[src/hdl/pbi_pkg.sv]
// Package with constants and types for the projectile bounce integrator.
package pbi_pkg;
  localparam int WordW = 32;
  localparam int DtW = 16;
  localparam int FricW = 24;
  localparam logic signed [WordW-1:0] AccelYReset = -32'sd642253;
  localparam logic [FricW-1:0] FricReset = 24'd168;
  localparam logic signed [WordW-1:0] VelYReset = 32'sd2621440;
  localparam logic [1:0] RegAccelX = 2'd0;
  localparam logic [1:0] RegAccelY = 2'd1;
  localparam logic [1:0] RegAccelZ = 2'd2;
  localparam logic [1:0] RegFric = 2'd3;

  typedef enum logic [3:0] {
    ST_IDLE, ST_VEL, ST_POS, ST_SQ, ST_SQRT, ST_DIV, ST_APPLY, ST_FLOOR, ST_OUT
  } state_t;

  typedef struct packed {
    logic start;
  } ctl_t;

  function automatic logic signed [WordW-1:0] sat32(input logic signed [WordW+1:0] x);
    if (x > $signed({3'b000, {(WordW-1){1'b1}}})) return {1'b0, {(WordW-1){1'b1}}};
    if (x < $signed({3'b111, {(WordW-1){1'b0}}})) return {1'b1, {(WordW-1){1'b0}}};
    return x[WordW-1:0];
  endfunction
endpackage

[src/hdl/pbi_serial_div.sv]
// Bit-serial restoring divider, one quotient bit per cycle.
module pbi_serial_div import pbi_pkg::*; (
  input  logic        clk,
  input  logic        rst,
  input  ctl_t        ctl,
  input  logic [63:0] num,
  input  logic [39:0] den,
  output logic        done,
  output logic [63:0] quo
);
  logic [40:0] rem;
  logic [63:0] q;
  logic [6:0]  cnt;
  logic        run;
  logic [40:0] trial;

  always_comb trial = {rem[39:0], q[63]} - {1'b0, den};

  always_ff @(posedge clk) begin
    if (rst) begin
      run <= 1'b0;
      cnt <= '0;
      done <= 1'b0;
    end else begin
      done <= !ctl.start && run && (cnt == 7'd63);
      if (ctl.start) begin
        run <= 1'b1;
        cnt <= '0;
        rem <= '0;
        q <= num;
      end else if (run) begin
        if (!trial[40]) begin
          rem <= trial;
          q <= {q[62:0], 1'b1};
        end else begin
          rem <= {rem[39:0], q[63]};
          q <= {q[62:0], 1'b0};
        end
        cnt <= cnt + 7'd1;
        if (cnt == 7'd63) run <= 1'b0;
      end
    end
  end
  assign quo = q;
endmodule

[config.mk]
export PLATFORM = sky130hd
export DESIGN_NAME = pbi_serial_div
export DESIGN_NICKNAME = d
export VERILOG_FILES = /design/src/hdl/pbi_pkg.sv /design/src/hdl/pbi_serial_div.sv
export SDC_FILE = /design/constraint.sdc
export NUM_CORES = 1
export LEC_CHECK = 0
export BUFFER_PORTS_ARGS = -buffer_cell sky130_fd_sc_hd__buf_2
export CORE_MARGIN = 5
export CORE_UTILIZATION = 40
export DETAILED_ROUTE_END_ITERATION = 10
export PLACE_DENSITY = 0.67
export SETUP_SLACK_MARGIN = 0.2
export SYNTH_ARGS = -nofsm -noshare
export SYNTH_HDL_FRONTEND = slang
export SYNTH_SLANG_ARGS = --single-unit
[constraint.sdc]
create_clock -name clk -period 6.9 [get_ports clk]
set_input_delay 0.345 -clock clk [delete_from_list [all_inputs] [get_ports clk]]
set_output_delay 0.345 -clock clk [all_outputs]
set_load 0.01 [all_outputs]
==> results of run 1 <==
-- sequential cells by signal, indices dropped and copies added, names as in the netlist --
name  flops
run       1
done      1
cnt       7
rem      40
quo      64
-- metrics by stage --
step,instance area [um2],utilization [%]
2_1_floorplan,7417,-
3_3_place_gp,8478,46.88
3_5_place_dp,8478,46.88
4_1_cts,9060,50.09
5_1_grt,9060,50.09
6_report,9060,50.09
-- cell type report --
class,instances,area [um2],area share [%]
Tap cell,229,286.5,3.163
Multi-Input combinational cell,514,3790,41.83
Clock buffer,17,425.4,4.695
Inverter,54,202.7,2.237
Sequential cell,113,3303,36.46
Timing Repair Buffer,176,895.9,9.888
Clock inverter,15,156.4,1.726
-- kinds of logic after synthesis --
kind of cell / count (synthesis) / synth area share, %
AO/OA/AOI/OAI: 169 / 14.86
adder cells (fa/ha/maj): 42 / 7.186
multiplexers: 89 / 13.07
flip-flops: 113 / 44.53
AND/OR/NAND/NOR: 181 / 11.88
buffers and inverters: 86 / 4.571
XOR/XNOR: 33 / 3.897
-- Yosys cell counts (3+ instances only) --
cell type  instances
nand2b_1          17
and3_1             6
o21ai_0           32
nand4_1           13
a221oi_1           3
a31oi_1            5
nor3_1            11
ha_1              41
a21o_1            20
o31ai_1            4
o22ai_1            5
mux2_2            63
a22oi_1            3
dfxtp_1            9
o211ai_1           6
a2111o_1           3
inv_1             54
nor2b_1            8
clkbuf_1          27
or3_1              6
o21a_1             5
xnor2_1           21
nand3b_1           4
a21oi_1           56
buf_4              4
nor2_1            64
edfxtp_1         104
nand3_1            7
mux2i_1           26
xor2_1            12
nand2_1           35
a211o_1            3
a211oi_1          10
-- worst paths after layout --
check	to	slack (ns)	depth (start not counted)
setup / recovery	rem[28]	2.98	12
hold / removal	quo[47]	0.23	2
setup reg to reg	rem[28]	2.98	12
hold reg to reg	cnt[5]	0.49	2
-- critical path, stage by stage (launching register included) --
cell and delay [ns]:
edfxtp_1 0.34, inv_1 0.05, ha_1 0.22, fa_1 0.40
nand2b_1 0.17, a21oi_1 0.20, o21ai_0 0.18, a211o_1 0.37
a21o_1 0.23, a211oi_4 0.53, buf_4 0.41, nand2b_1 0.24
o41ai_2 0.37
-- power groups by stage --
stage                     combinational, W  sequential (W)  clock, W
after floorplan                   0.000446        0.000875         0
after global placement            0.000604        0.000866         0
after detailed placement          0.000609        0.000867         0
after CTS                         0.000612        0.000854  0.000901
after global routing              0.000677        0.000860  0.000937
final                             0.000609        0.000854  0.000880
-- layer usage --
metal | wire length, um | part of all wire (%) | track usage (%)
met5 | 0 | 0 | 0
met2 | 8404 | 45 | 27.60
met4 | 155 | 0.83 | 3.951
met3 | 1621 | 8.7 | 7.003
met1 | 8441 | 45 | 22.35
==> reports/summary.txt, run 1 <==
Pwr Total -> 0.002343 W
Port Buffers -> 171
f_max -> 0.2553 GHz
initial DRC count -> 357
area leader, netlist -> edfxtp_1
Crit. End Element -> flop
fin cells -> 1,118
Worst-path clk slew -> 0.06 ns
post-synthesis async set-or-reset flop share -> 0%
first-pass GRT wire length -> 30,350 um
clock latency on the worst-skew pair -> 0.41 ns
Fin. Hold Viols -> 0
# DRC -> 0
Wirelength per Cell -> 16.66 um
Die W -> 146.2 um
Die Y -> 146.2 um
normalized max-slew margin -> 45.69%
Pint -> 0.001626 W
CTS tree -> yes
Synth top area share -> 42.11%
most common cell after layout, fill and taps aside -> buf_2
ys flop type -> edfxtp_1
RSZ-0062 raised after global routing -> false
setup slack at placement -> 2.856 ns
Crit Path Class -> reg -> reg
Pins Over Slew Limit -> 0
CTS Sinks -> 113
Synth area leaders -> edfxtp_1 (42%), mux2_2 (9.6%), ha_1 (6.9%)
Post-Place Cells -> 1,086
RR Startpoint -> quo[63]
total core area -> 18,090 um2
Net Count, Synth -> 862
Yosys reg bits -> 113
post-synthesis sequential area ratio -> 44.53%
post-synthesis cell count -> 713
vias in the first global route -> 6,056
Final Skew -> 0.007079 ns
setup bufs post-CTS -> 0
largest net degree at the start of global routing -> 64
initial core utilization -> 41.01%
cts hold-fix bufs -> 0
root buf cell -> clkbuf_16
commonest non-fill, non-tap cells in the layout -> buf_2 (170), edfxtp_1 (104), mux2_2 (63), nor2_1 (63), a21oi_1 (56)
Tot GR Track Use -> 17.36%
# IOs -> 172
Psw -> 0.0007169 W
Seq pwr share -> 36.4%
Worst Setup Start Kind -> flop
Hold WS -> 0.2316 ns
Die ar. -> 21,370 um2
VDD IR-drop max -> 170.2 uV
TritonCTS buffer count -> 17
Synth Cell Area -> 7417 um2
maximum clock path buffer count -> 2
Vias/cell -> 5.320
Critical Path Start -> quo[63]
WP data required -> 7.12 ns
layout cells sized above 1 -> 30.93%
Nets -> 1,025
Final min period -> 3.916 ns
row count -> 49
Comb pwr share -> 26.0%
final setup fails -> 0
EDFF count, synth -> 104
pwr dens -> 258.6 nW/um2
maxcap violations -> 0
Slew @ Worst Pin -> 0.8147 ns
arrival time worst endpoint -> 4.14 ns
status -> complete, no violations
fill count -> 1,651
post-cts sizing count -> 0
sw frac -> 30.59%
initial antenna violation count -> 0
Critical Path Fanout Max -> 26
HP Class -> in -> reg
post-route ant nets -> 0
worst hold path startpoint -> num[47]
Yosys warnings -> 0
leakage -> 3.865 nW
via count -> 5,948
slack of the critical path -> 2.984 ns
H-tree depth -> 4
Inserted Diodes -> 0
clock power share -> 37.6%
Final GP Congestion -> 0.8721
Distinct cells, synth -> 53
setup TNS -> 0 ns
Avg Synthesized Cell Area -> 10.40 um2
HPWL Detailed -> 13,960 um
Pre-Repair DR Iteration Count -> 5
GRT Residual Overflow -> 0
Post-Route WL -> 18,620 um
period utilization -> 56.76%
Layout area overhead -> 22.15%
No activity file was read; power rests on OpenSTA's default activity.
==> inputs of run 2 (changes only) <==
- ABC_AREA: default -> 1
- PLACE_DENSITY: 0.67 -> 0.66
- clock period: 6.9 -> 4.1 ns (I/O delays scaled with it)
==> reports/summary.txt, run 2 <==
# DRC -> 0 (unchanged)
Tot GR Track Use -> 19.63% (was 17.36%)
Worst R2R End -> rem[33] (was rem[28])
Yosys reg bits -> 113 (unchanged)
Critical Path Fanout Max -> 29 (was 26)
placed cell areas -> 9482 um2 (was 8478 um2)
Synth Cell Area -> 8379 um2 (was 7417 um2)
post-synthesis compound-gate area fraction -> 4.704% (was 14.86%)
post-cts sizing count -> 0 (unchanged)
ys flop type -> edfxtp_1 (unchanged)
root buf cell -> clkbuf_16 (unchanged)
fin cells -> 1,692 (was 1,118)
arrival time worst endpoint -> 2.96 ns (was 4.14 ns)
Final Skew -> 0.01058 ns (was 0.007079 ns)
flop2flop setup slack -> 1.31 ns (was 2.98 ns)
pwr dens -> 408.4 nW/um2 (was 258.6 nW/um2)
Nets -> 1,553 (was 1,025)
post-route ant nets -> 0 (unchanged)
initial core utilization -> 40.24% (was 41.01%)
worst-case hold path end point -> quo[5] (was quo[47])
Wirelength per Cell -> 13.84 um (was 16.66 um)
CTS Sinks -> 113 (unchanged)
maxcap violations -> 0 (unchanged)
Final GP Congestion -> 0.9891 (was 0.8721)
initial antenna violation count -> 1 (was 0)
initial DRC count -> 382 (was 357)
Post-Route WL -> 23,420 um (was 18,620 um)
Worst-path clk slew -> 0.06 ns (about the same)
top post-synthesis cells by count -> nand2_1 (551), inv_1 (198), nor2_1 (122) (was edfxtp_1 (104), nor2_1 (64), mux2_2 (63))
Synth Area in Simple Gates -> 36.42% (was 11.88%)
post-synthesis async set-or-reset flop share -> 0% (unchanged)
leakage -> 5.460 nW (was 3.865 nW)
Pre-Repair DR Iteration Count -> 5 (unchanged)
Final min period -> 2.785 ns (was 3.916 ns)
HP Class -> in -> reg (unchanged)
Synth top area share -> 37.27% (was 42.11%)
VDD IR-drop max -> 284.2 uV (was 170.2 uV)
xor/xnor share of the synthesized area -> 2.404% (was 3.897%)
normalized max-slew margin -> 46.37% (was 45.69%)
status -> complete, no violations (unchanged)
total core area -> 20,820 um2 (was 18,090 um2)
area leader, netlist -> edfxtp_1 (unchanged)
Pwr Total -> 0.004115 W (was 0.002343 W)
setup slack at placement -> 1.334 ns (was 2.856 ns)
row count -> 53 (was 49)
via count -> 7,936 (was 5,948)
GRT Residual Overflow -> 0 (unchanged)
CTS tree -> yes (unchanged)
Crit. End Element -> flop (unchanged)
HPWL Detailed -> 18,260 um (was 13,960 um)
setup TNS -> 0 ns (unchanged)
Inserted Diodes -> 0 (unchanged)
Critical Path Start -> quo[63] (unchanged)
final setup fails -> 0 (unchanged)
Pins Over Slew Limit -> 0 (unchanged)
EDFF count, synth -> 104 (unchanged)
RR Startpoint -> quo[63] (unchanged)
Layout area overhead -> 20.23% (was 22.15%)
post-synthesis mux area share -> 0% (was 13.07%)
largest net degree at the start of global routing -> 84 (was 64)
TritonCTS buffer count -> 17 (unchanged)
post-synthesis sequential area ratio -> 39.42% (was 44.53%)
fill count -> 2,206 (was 1,651)
R2R depth -> 17 (was 12)
Synth area leaders -> edfxtp_1 (37%), nand2_1 (25%), inv_1 (8.9%) (was edfxtp_1 (42%), mux2_2 (9.6%), ha_1 (6.9%))
WP data required -> 4.28 ns (was 7.12 ns)
RSZ-0062 raised after global routing -> false (unchanged)
vias in the first global route -> 7,918 (was 6,056)
Die W -> 154.7 um (was 146.2 um)
Avg Synthesized Cell Area -> 6.785 um2 (was 10.40 um2)
most common cell after layout, fill and taps aside -> nand2_1 (was buf_2)
Fin. Hold Viols -> 0 (unchanged)
Worst Setup Start Kind -> flop (unchanged)
Vias/cell -> 4.690 (was 5.320)
Adder-Cell Fraction of Synth Area -> 6.361% (was 7.186%)
Hold Crit Depth -> 3 (was 2)
Post-Place Cells -> 1,659 (was 1,086)
worst hold path startpoint -> num[5] (was num[47])
maximum clock path buffer count -> 2 (unchanged)
first-pass GRT wire length -> 37,910 um (was 30,350 um)
largest family of logic cells by synthesized area -> simple AND/OR/NAND/NOR gates (was compound AO/OA/AOI/OAI gates)
commonest non-fill, non-tap cells in the layout -> nand2_1 (551), inv_1 (198), buf_2 (171) (was buf_2 (170), edfxtp_1 (104), mux2_2 (63), nor2_1 (63), a21oi_1 (56))
fin area -> 10,070 um2 (was 9060 um2)
layout cells sized above 1 -> 16.73% (was 30.93%)
Crit Path Class -> reg -> reg (unchanged)
Distinct cells, synth -> 36 (was 53)
H-tree depth -> 4 (unchanged)
# IOs -> 172 (unchanged)
Yosys warnings -> 0 (unchanged)
Net Count, Synth -> 1,384 (was 862)
max reg flops -> 64 (unchanged)
Slew @ Worst Pin -> 0.8026 ns (was 0.8147 ns)
slack of the critical path -> 1.315 ns (was 2.984 ns)
clock latency on the worst-skew pair -> 0.42 ns (was 0.41 ns)
Port Buffers -> 171 (unchanged)
Die Y -> 154.7 um (was 146.2 um)
f_max -> 0.3591 GHz (was 0.2553 GHz)
most common cell in the netlist -> nand2_1 (was edfxtp_1)
period utilization -> 67.93% (was 56.76%)
Die ar. -> 23,940 um2 (was 21,370 um2)
post-synthesis cell count -> 1,235 (was 713)
==> run 2: cell types whose count changed after synthesis, sizes merged, moves of 21 or more <==
cell   change
mux2i     -26
nand3     +29
xnor2     -21
nand2    +527
nor2      +73
mux2      -63
inv      +145
==> run 2: cell type report <==
| type | count | area (um2) | share of cell area (%) |
|---|---|---|---|
| repair buffers | 175 | 900.9 | 8.942 |
| well taps | 275 | 344.1 | 3.415 |
| flip-flops and latches | 113 | 3303 | 32.79 |
| inverters | 200 | 752.0 | 7.464 |
| clock buffers | 17 | 425.4 | 4.223 |
| multi-input cells | 897 | 4192 | 41.60 |
| clock inverters | 15 | 157.7 | 1.565 |
==> run 2: repair_timing <==
action	4_1_cts	5_1_grt
hold buffers	1	0
endpoints found under the setup margin	0	0
endpoints found under the hold margin	1	0
buffers inserted	0	0
==> run 2: metrics by stage <==
step	utilization, %	hold slack (ns)
floorplan	-	0.2741
global placement	45.54	0.4437
detailed placement	45.54	0.4456
CTS	48.38	0.04207
global route	48.38	0.04832
finish	48.38	0.04960
==> run 2: worst max path at each step <==
stage | endpoint | slack [ns] | cells past startpoint
2_1_floorplan | quo[0] | 1.34 | 3
3_3_place_gp | rem[35] | 1.43 | 17
3_5_place_dp | rem[32] | 1.33 | 17
4_1_cts | rem[33] | 1.31 | 17
5_1_grt | rem[37] | 1.01 | 17
6_report | rem[33] | 1.31 | 17
==> run 2: worst max-delay path, cell delays in order (launching register included) <==
cell and delay [ns]:
edfxtp_1 0.37, inv_1 0.05, ha_1 0.20, fa_1 0.41
inv_1 0.09, nand2_1 0.05, nand2_1 0.07, nand3_1 0.08
nand2_2 0.11, nand2_1 0.07, nand3_2 0.09, nand2_2 0.07
nand2_2 0.08, nand2_1 0.06, nand2_2 0.46, nand2_1 0.14
nand2_1 0.10, inv_1 0.04
==> run 2: logic make-up after synthesis <==
logic type | count (synthesis)
flip-flops | 113
buffers and inverters | 225
adder cells (fa/ha/maj) | 42
XOR/XNOR | 23
AO/OA/AOI/OAI | 72
AND/OR/NAND/NOR | 760
==> run 2: layer usage <==
layer	vias to the layer above	track usage, %	routed length (um)
li1	4132	-	-
met1	3560	24.87	10510
met2	215	32.65	10710
met3	27	5.400	1754
met4	2	6.140	423
met5	-	0	18
==> run 2: where the power goes <==
part	switching, W	leakage, nW	internal (W)
clock network	0.000604	0.278	0.000899
logic	0.000766	4.10	0.000399
registers	0.0000538	1.08	0.00139
total	0.00142	5.46	0.00269
